===== src/rtl/dsul_pkg.sv =====
// Package for the descending sorted unique list block.
// Holds request and status codes, field widths, defaults and the sequencer state type.
// No dependencies.
package dsul_pkg;

	// Field widths of the stream payload.
	localparam int unsigned VALUE_W = 31;
	localparam int unsigned COUNT_W = 6;
	localparam int unsigned STATUS_W = 3;

	// Default store depth and the most values one list request may emit.
	localparam int unsigned CAPACITY_DEF = 32;
	localparam int unsigned MAX_RESULTS = 32;

	// Request kinds.
	typedef enum logic [1:0] {
		REQ_INSERT = 2'd0,
		REQ_DELETE = 2'd1,
		REQ_CLEAR  = 2'd2,
		REQ_LIST   = 2'd3
	} req_t;

	// Result status codes.
	typedef enum logic [STATUS_W-1:0] {
		ST_DONE   = 3'd0,
		ST_MISS   = 3'd1,
		ST_FULL   = 3'd2,
		ST_LISTED = 3'd3,
		ST_EMPTY  = 3'd4
	} status_t;

	// Sequencer states.
	typedef enum logic [2:0] {
		S_IDLE,
		S_SRCH_RD,
		S_SRCH_CMP,
		S_SHIFT_RD,
		S_SHIFT_WR,
		S_RESULT,
		S_LIST_RD,
		S_LIST_EMIT
	} state_t;

endpackage


===== src/rtl/descending_sorted_unique_list.sv =====
// Top level of the descending sorted unique list block.
// Uses dsul_pkg for codes, widths and the sequencer state type.
// Contains the value memory, the shared compare unit and the sequencer.

// The block keeps up to CAPACITY distinct 31-bit values, greatest first, in a
// single-port-read, single-port-write memory. It takes one request at a time
// and drops s_axis_tready until that request is finished. An insert or a
// delete walks the store through the one memory read port and one shared
// comparator, with a read state and a compare state per entry examined, then
// shifts entries with a read state and a write state per entry moved. A clear
// empties the store and goes to the result state. A list request reads each
// value and then emits it, and waits while the output register still holds
// a result not yet taken. Each result sits in an output register, so a new
// request is taken while the last result still waits for its transfer.
// There is no clearing pass after reset: the store is ready at once.
module descending_sorted_unique_list
	import dsul_pkg::*;
#(
	parameter int unsigned CAPACITY = CAPACITY_DEF
) (
	input  logic        clk,
	input  logic        arst_n,
	// Request channel.
	input  logic        s_axis_tvalid,
	output logic        s_axis_tready,
	input  logic [39:0] s_axis_tdata,  // item_value [30:0], list_count [36:31], zero [39:37]
	input  logic [1:0]  s_axis_tuser,  // req_type [1:0]
	// Result channel.
	output logic        m_axis_tvalid,
	input  logic        m_axis_tready,
	output logic [31:0] m_axis_tdata,  // out_value [30:0], zero [31]
	output logic [2:0]  m_axis_tuser,  // status [2:0]
	output logic        m_axis_tlast   // last
);

	localparam int unsigned AW = $clog2(CAPACITY);
	localparam int unsigned CW = $clog2(CAPACITY + 1);
	localparam int unsigned NW = (CW > COUNT_W) ? CW : COUNT_W;

	// Value store.
	logic [VALUE_W-1:0] mem [CAPACITY];
	logic [VALUE_W-1:0] rd_data_q;
	logic [AW-1:0]      rd_addr;
	logic [AW-1:0]      wr_addr;
	logic [VALUE_W-1:0] wr_data;
	logic               mem_we;

	// Sequencer and working registers.
	state_t             state_q, state_d;
	req_t               req_q;
	logic [VALUE_W-1:0] val_q;
	logic [CW-1:0]      count_q;
	logic [CW-1:0]      pos_q;
	logic [CW-1:0]      idx_q;
	logic [NW-1:0]      n_q;
	status_t            status_q;

	// Output register.
	logic               out_valid_q;
	logic [VALUE_W-1:0] out_value_q;
	status_t            out_status_q;
	logic               out_last_q;

	// Decoded request fields and handshake terms.
	req_t               in_req;
	logic [VALUE_W-1:0] in_value;
	logic [COUNT_W-1:0] in_count;
	logic               in_xfer;
	logic               out_free;
	logic               load_out;
	logic [VALUE_W-1:0] load_value;
	status_t            load_status;
	logic               load_last;

	// Shared compare unit and derived conditions.
	logic               cmp_gt;
	logic               cmp_eq;
	logic               at_end;
	logic               is_full;
	logic               list_last;
	logic [NW-1:0]      n_want;
	logic [NW-1:0]      n_cap;
	logic [NW-1:0]      n_pick;

	assign in_req   = req_t'(s_axis_tuser);
	assign in_value = s_axis_tdata[VALUE_W-1:0];
	assign in_count = s_axis_tdata[VALUE_W+COUNT_W-1:VALUE_W];

	assign s_axis_tready = (state_q == S_IDLE);
	assign in_xfer       = s_axis_tvalid && s_axis_tready;
	assign out_free      = !out_valid_q || m_axis_tready;

	assign cmp_gt    = rd_data_q > val_q;
	assign cmp_eq    = rd_data_q == val_q;
	assign at_end    = pos_q == count_q;
	assign is_full   = count_q == CW'(CAPACITY);
	assign list_last = NW'(pos_q + CW'(1)) == n_q;

	// Number of values a list request emits: at least one, at most the set size
	// and the result limit.
	always_comb begin
		n_want = (in_count == '0) ? NW'(1) : NW'(in_count);
		n_cap  = (NW'(count_q) > NW'(MAX_RESULTS)) ? NW'(MAX_RESULTS) : NW'(count_q);
		n_pick = (n_want > n_cap) ? n_cap : n_want;
	end

	// Next state.
	always_comb begin
		state_d = state_q;
		unique case (state_q)
			S_IDLE: begin
				if (in_xfer) begin
					unique case (in_req)
						REQ_INSERT, REQ_DELETE: state_d = S_SRCH_RD;
						REQ_CLEAR:              state_d = S_RESULT;
						REQ_LIST:               state_d = (count_q == '0) ? S_RESULT : S_LIST_RD;
						default:                state_d = S_RESULT;
					endcase
				end
			end
			S_SRCH_RD: begin
				if (!at_end) begin
					state_d = S_SRCH_CMP;
				end else if (req_q == REQ_INSERT && !is_full) begin
					state_d = S_SHIFT_RD;
				end else begin
					state_d = S_RESULT;
				end
			end
			S_SRCH_CMP: begin
				if (req_q == REQ_INSERT) begin
					if (cmp_gt) begin
						state_d = S_SRCH_RD;
					end else if (cmp_eq || is_full) begin
						state_d = S_RESULT;
					end else begin
						state_d = S_SHIFT_RD;
					end
				end else begin
					state_d = cmp_eq ? S_SHIFT_RD : S_SRCH_RD;
				end
			end
			S_SHIFT_RD: begin
				if (req_q == REQ_INSERT) begin
					state_d = (idx_q == pos_q) ? S_RESULT : S_SHIFT_WR;
				end else begin
					state_d = (idx_q + CW'(1) == count_q) ? S_RESULT : S_SHIFT_WR;
				end
			end
			S_SHIFT_WR:  state_d = S_SHIFT_RD;
			S_RESULT:    state_d = out_free ? S_IDLE : S_RESULT;
			S_LIST_RD:   state_d = S_LIST_EMIT;
			S_LIST_EMIT: begin
				if (out_free) begin
					state_d = list_last ? S_IDLE : S_LIST_RD;
				end
			end
			default:     state_d = S_IDLE;
		endcase
	end

	// Memory port control and output register load.
	always_comb begin
		rd_addr     = pos_q[AW-1:0];
		wr_addr     = idx_q[AW-1:0];
		wr_data     = rd_data_q;
		mem_we      = 1'b0;
		load_out    = 1'b0;
		load_value  = '0;
		load_status = status_q;
		load_last   = 1'b1;
		unique case (state_q)
			S_SHIFT_RD: begin
				if (req_q == REQ_INSERT) begin
					rd_addr = AW'(idx_q - CW'(1));
					if (idx_q == pos_q) begin
						mem_we  = 1'b1;
						wr_addr = pos_q[AW-1:0];
						wr_data = val_q;
					end
				end else begin
					rd_addr = AW'(idx_q + CW'(1));
				end
			end
			S_SHIFT_WR: begin
				mem_we = 1'b1;
			end
			S_RESULT: begin
				load_out = out_free;
			end
			S_LIST_EMIT: begin
				load_out    = out_free;
				load_value  = rd_data_q;
				load_status = ST_LISTED;
				load_last   = list_last;
			end
			default: begin
			end
		endcase
	end

	// Value store: one write and one registered read a cycle.
	always_ff @(posedge clk) begin
		if (mem_we) begin
			mem[wr_addr] <= wr_data;
		end
		rd_data_q <= mem[rd_addr];
	end

	// Sequencer state and set size.
	always_ff @(posedge clk or negedge arst_n) begin
		if (!arst_n) begin
			state_q <= S_IDLE;
			count_q <= '0;
		end else begin
			state_q <= state_d;
			if (in_xfer && in_req == REQ_CLEAR) begin
				count_q <= '0;
			end else if (state_q == S_SHIFT_RD) begin
				if (req_q == REQ_INSERT && idx_q == pos_q) begin
					count_q <= count_q + CW'(1);
				end else if (req_q == REQ_DELETE && idx_q + CW'(1) == count_q) begin
					count_q <= count_q - CW'(1);
				end
			end
		end
	end

	// Working registers of the current request.
	always_ff @(posedge clk) begin
		unique case (state_q)
			S_IDLE: begin
				req_q    <= in_req;
				val_q    <= in_value;
				n_q      <= n_pick;
				pos_q    <= '0;
				status_q <= (in_req == REQ_LIST && count_q == '0) ? ST_EMPTY : ST_DONE;
			end
			S_SRCH_RD: begin
				if (at_end) begin
					if (req_q == REQ_DELETE) begin
						status_q <= ST_MISS;
					end else if (is_full) begin
						status_q <= ST_FULL;
					end else begin
						idx_q <= count_q;
					end
				end
			end
			S_SRCH_CMP: begin
				if (req_q == REQ_INSERT) begin
					if (cmp_gt) begin
						pos_q <= pos_q + CW'(1);
					end else if (cmp_eq) begin
						status_q <= ST_MISS;
					end else if (is_full) begin
						status_q <= ST_FULL;
					end else begin
						idx_q <= count_q;
					end
				end else if (cmp_eq) begin
					idx_q <= pos_q;
				end else begin
					pos_q <= pos_q + CW'(1);
				end
			end
			S_SHIFT_WR: begin
				idx_q <= (req_q == REQ_INSERT) ? idx_q - CW'(1) : idx_q + CW'(1);
			end
			S_LIST_EMIT: begin
				if (out_free) begin
					pos_q <= pos_q + CW'(1);
				end
			end
			default: begin
			end
		endcase
	end

	// Output register: holds a result until its transfer.
	always_ff @(posedge clk or negedge arst_n) begin
		if (!arst_n) begin
			out_valid_q <= 1'b0;
		end else if (load_out) begin
			out_valid_q <= 1'b1;
		end else if (m_axis_tready) begin
			out_valid_q <= 1'b0;
		end
	end

	always_ff @(posedge clk) begin
		if (load_out) begin
			out_value_q  <= load_value;
			out_status_q <= load_status;
			out_last_q   <= load_last;
		end
	end

	assign m_axis_tvalid = out_valid_q;
	assign m_axis_tdata  = {1'b0, out_value_q};
	assign m_axis_tuser  = out_status_q;
	assign m_axis_tlast  = out_last_q;

endmodule

===== config.mk =====
export PLATFORM = sky130hd
export DESIGN_NAME = descending_sorted_unique_list
export DESIGN_NICKNAME = d
export VERILOG_FILES = /design/src/rtl/dsul_pkg.sv /design/src/rtl/descending_sorted_unique_list.sv
export SDC_FILE = /design/constraint.sdc
export NUM_CORES = 2
export LEC_CHECK = 0
export BUFFER_PORTS_ARGS = -buffer_cell sky130_fd_sc_hd__buf_2
export CELL_PAD_IN_SITES_DETAIL_PLACEMENT = 0
export CELL_PAD_IN_SITES_GLOBAL_PLACEMENT = 1
export CORE_MARGIN = 5
export CORE_UTILIZATION = 42
export DETAILED_ROUTE_END_ITERATION = 10
export PLACE_DENSITY = 0.64
export SLEW_MARGIN = 40
export SYNTH_ARGS = -nofsm -noshare
export SYNTH_HDL_FRONTEND = slang
export SYNTH_SLANG_ARGS = --single-unit

===== constraint.sdc =====
create_clock -name clk -period 5.24 [get_ports clk]
set_input_delay 0.786 -clock clk [delete_from_list [all_inputs] [get_ports clk]]
set_output_delay 0.786 -clock clk [all_outputs]
set_load 0.1 [all_outputs]

==> metrics.cfg <==
[clocking]
clkTransAtPathRegs_ps=70
post-cts-setup-buffers=0
cts_root_buf=clkbuf_16
cts_num_sinks=1122
clockBufferDepth=3
numCtsBuffers=115
clk_latency_ps=710
cts_tree=built
htree_levels=3

[run_status]
status=completed

[yosys]
synth_top_area_share_pct=70.4
seq_area_frac_synth_pct=72.3
async_flop_share_pct=0.891
synth_area_per_cell_um2=14.0
ys_seq_elements=1122
ys_types=74
synth_edf_count=1081
synth_top_cell_by_area=edfxtp_1
syn_area_um2=46100
synthTopCellsByArea=edfxtp_1 (70%), nand2_1 (5.3%), mux2i_1 (3.6%), nand3_1 (2.5%), a311oi_1 (2.4%)
synthFlopType=edfxtp_1
synth.net_count=3373
synth_cells=3282
ys_warn_count=0

[timing]
slew_headroom_pct=38.6
drv_slew=0
worst_pin_slew_ps=920
hold_violations=0
fin_tns_setup_ps=0
worst_slack_ps=1150
rsz0062_at_grt=false
fin_skew_ps=53.0
finalCritPeriodShare_pct=78.1
holdWs_ps=244
min_period_ps=4090
fmax_mhz=244
setup_viol=0

[setup_path]
crit_chain=inv_1 > ha_1 > nor3b_2 > a22o_1 > a211oi_4 > buf_4 > buf_4 > a211oi_1 > a311oi_1 > o21ai_1 > o2111ai_1
crit_family=compound AO/OA/AOI/OAI gates
crit_type=reg2reg
reg2reg_to=rd_data_q[22]$_DFF_P_
arrival_ps=4670
crit_buf_inv=3
cp.required_ps=5810
critPathMaxStageDelay_ps=700
start_kind=register
cpMostUsedCell=buf_4
cp-end-kind=register
reg2reg_depth=11
critPathSlowestCell=a211oi_4
crit_path_max_fanout=31
regToRegSetupSlack_ps=1150
reg2reg_from=idx_q[0]$_DFFE_PP_

[worst_hold_path]
hold_path.class=in2reg
whs_endpoint=val_q[8]$_DFFE_PP_
whs_path_depth=1
worstHoldStart=s_axis_tdata[8]

[grt]
antenna_found_initial=1
grt_pass1_wl_mm=196
grt.overflow.total=0
grt_pass1_vias=28200
grt_max_degree=134
grt_use_total_pct=22.9

[cells_and_area]
mostFrequentLayoutCell=edfxtp_1
utilization_pct=48.4
nets=3443
drive_gt1_share_pct=13.7
multi_input_area_um2=11700
regArea_um2=33300
fillers=9360
mostFrequentLayoutCells=edfxtp_1 (1081), nand2_1 (650), nand3_1 (231)
syn2layout_area_growth_pct=14.5

[flow_run]
cap_violations=0

[routing]
drt_wl_total_mm=136
drtIter0Drc=2802
dr.pass1.iters=5
vias=28800
drcViolationCount=0
wl_per_cell_um=28.0
via_per_inst=5.92
antenna_left=0

[pwr]
leakagePower_nw=18.0
p_total_mw=33.8
powerDensity_nw_per_um2=640
ir_drop_mv=0.786

[floorplan]
core_um2=109000
start_util_pct=42.3
ios=84
rows=121
die_y_um=341
dieArea_um2=116000
dieWidth_um=341

[placement]
post-place-ws_ps=1230
dp_hpwl_mm=80.5
numPortBuffers=79
gp_congestion=0.827

==> Yosys cell counts, drive strengths merged, types with 5 or more instances <==
cell type and number:
a21o 13, nor2b 10, xnor2 25, ha 44
edfxtp 1081, dfrtp 10, nand3 231, xor2 16
clkbuf 112, a32oi 95, nor3 6, o2111ai 33
o21ai 48, or3 7, nor4 6, inv 112
a21oi 30, mux2 32, a311oi 125, a211oi 67
dfxtp 31, or2 5, nor2 69, buf 116
mux2i 164, nand2b 8, and2 39, and3 5
nand2 650, nand4 40, o21a 7
==> per-layer routing <==
layer / global-route usage (%) / vias to the layer above / routed length, um
li1: - / 12600 / -
met1: 31.0 / 14800 / 55700
met2: 37.3 / 1150 / 65100
met3: 4.07 / 257 / 10100
met4: 8.35 / 0 / 5150
met5: 0 / - / 0
==> registers in the layout, summed over array words and instances, names as in the netlist, 6 cells and up <==
| register | cells |
|---|---|
| out_value_q | 31 |
| n_q | 6 |
| idx_q | 6 |
| rd_data_q | 31 |
| count_q | 6 |
| mem | 992 |
| pos_q | 6 |
| val_q | 31 |
==> through the flow <==
step / cell area (um2) / std cells
2_1_floorplan: 46100 / 3282
3_3_place_gp: 48600 / 4639
3_5_place_dp: 48800 / 4647
4_1_cts: 52700 / 4865
5_1_grt: 52800 / 4866
6_report: 52800 / 4867
==> final cells by class <==
| class | instances | share of cell area, % |
|---|---|---|
| clock inverter | 61 | 1.34 |
| timing repair buffer | 181 | 3.15 |
| multi-input combinational | 1819 | 22.1 |
| antenna | 1 | 0.00474 |
| tap | 1414 | 3.35 |
| clock buffer | 156 | 6.07 |
| inverter | 113 | 0.804 |
| sequential | 1122 | 63.2 |
==> where the power goes <==
part / internal (mW) / switching, mW / total [mW]
Sequential: 11.7 / 0.746 / 12.4
Clock: 4.89 / 3.49 / 8.38
Combinational: 3.62 / 9.34 / 13.0
Total: 20.2 / 13.6 / 33.8
==> logic make-up after synthesis <==
kind of cell,after synthesis,synth area share (%)
compound gates,446,7.68
simple gates,1090,10.3
flops,1122,72.3
fa+ha+maj,45,1.24
buf+inv,341,3.28
xor+xnor,41,0.779
mux,196,4.34
other cells,1,0.00814
==> worst max path at each step <==
stage / start / endpoint / slack, ps / cells past startpoint
final: idx_q[0]$_DFFE_PP_ / rd_data_q[22]$_DFF_P_ / 1150 / 11
after global routing: idx_q[0]$_DFFE_PP_ / rd_data_q[22]$_DFF_P_ / 960 / 11
after CTS: idx_q[0]$_DFFE_PP_ / rd_data_q[7]$_DFF_P_ / 1190 / 10
after detailed placement: idx_q[0]$_DFFE_PP_ / rd_data_q[7]$_DFF_P_ / 1230 / 10
after global placement: idx_q[0]$_DFFE_PP_ / rd_data_q[9]$_DFF_P_ / 1260 / 11
after floorplan: req_q[1]$_DFFE_PP_ / mem[27][0]$_DFFE_PP_ / 1480 / 7
==> timing repair <==
| action | CTS | global route |
|---|---|---|
| resized for setup | 0 | 0 |
| hold buffers | 1 | 0 |
| endpoints found under the hold margin | 10 | 0 |
(Power assumes the default switching activity.)
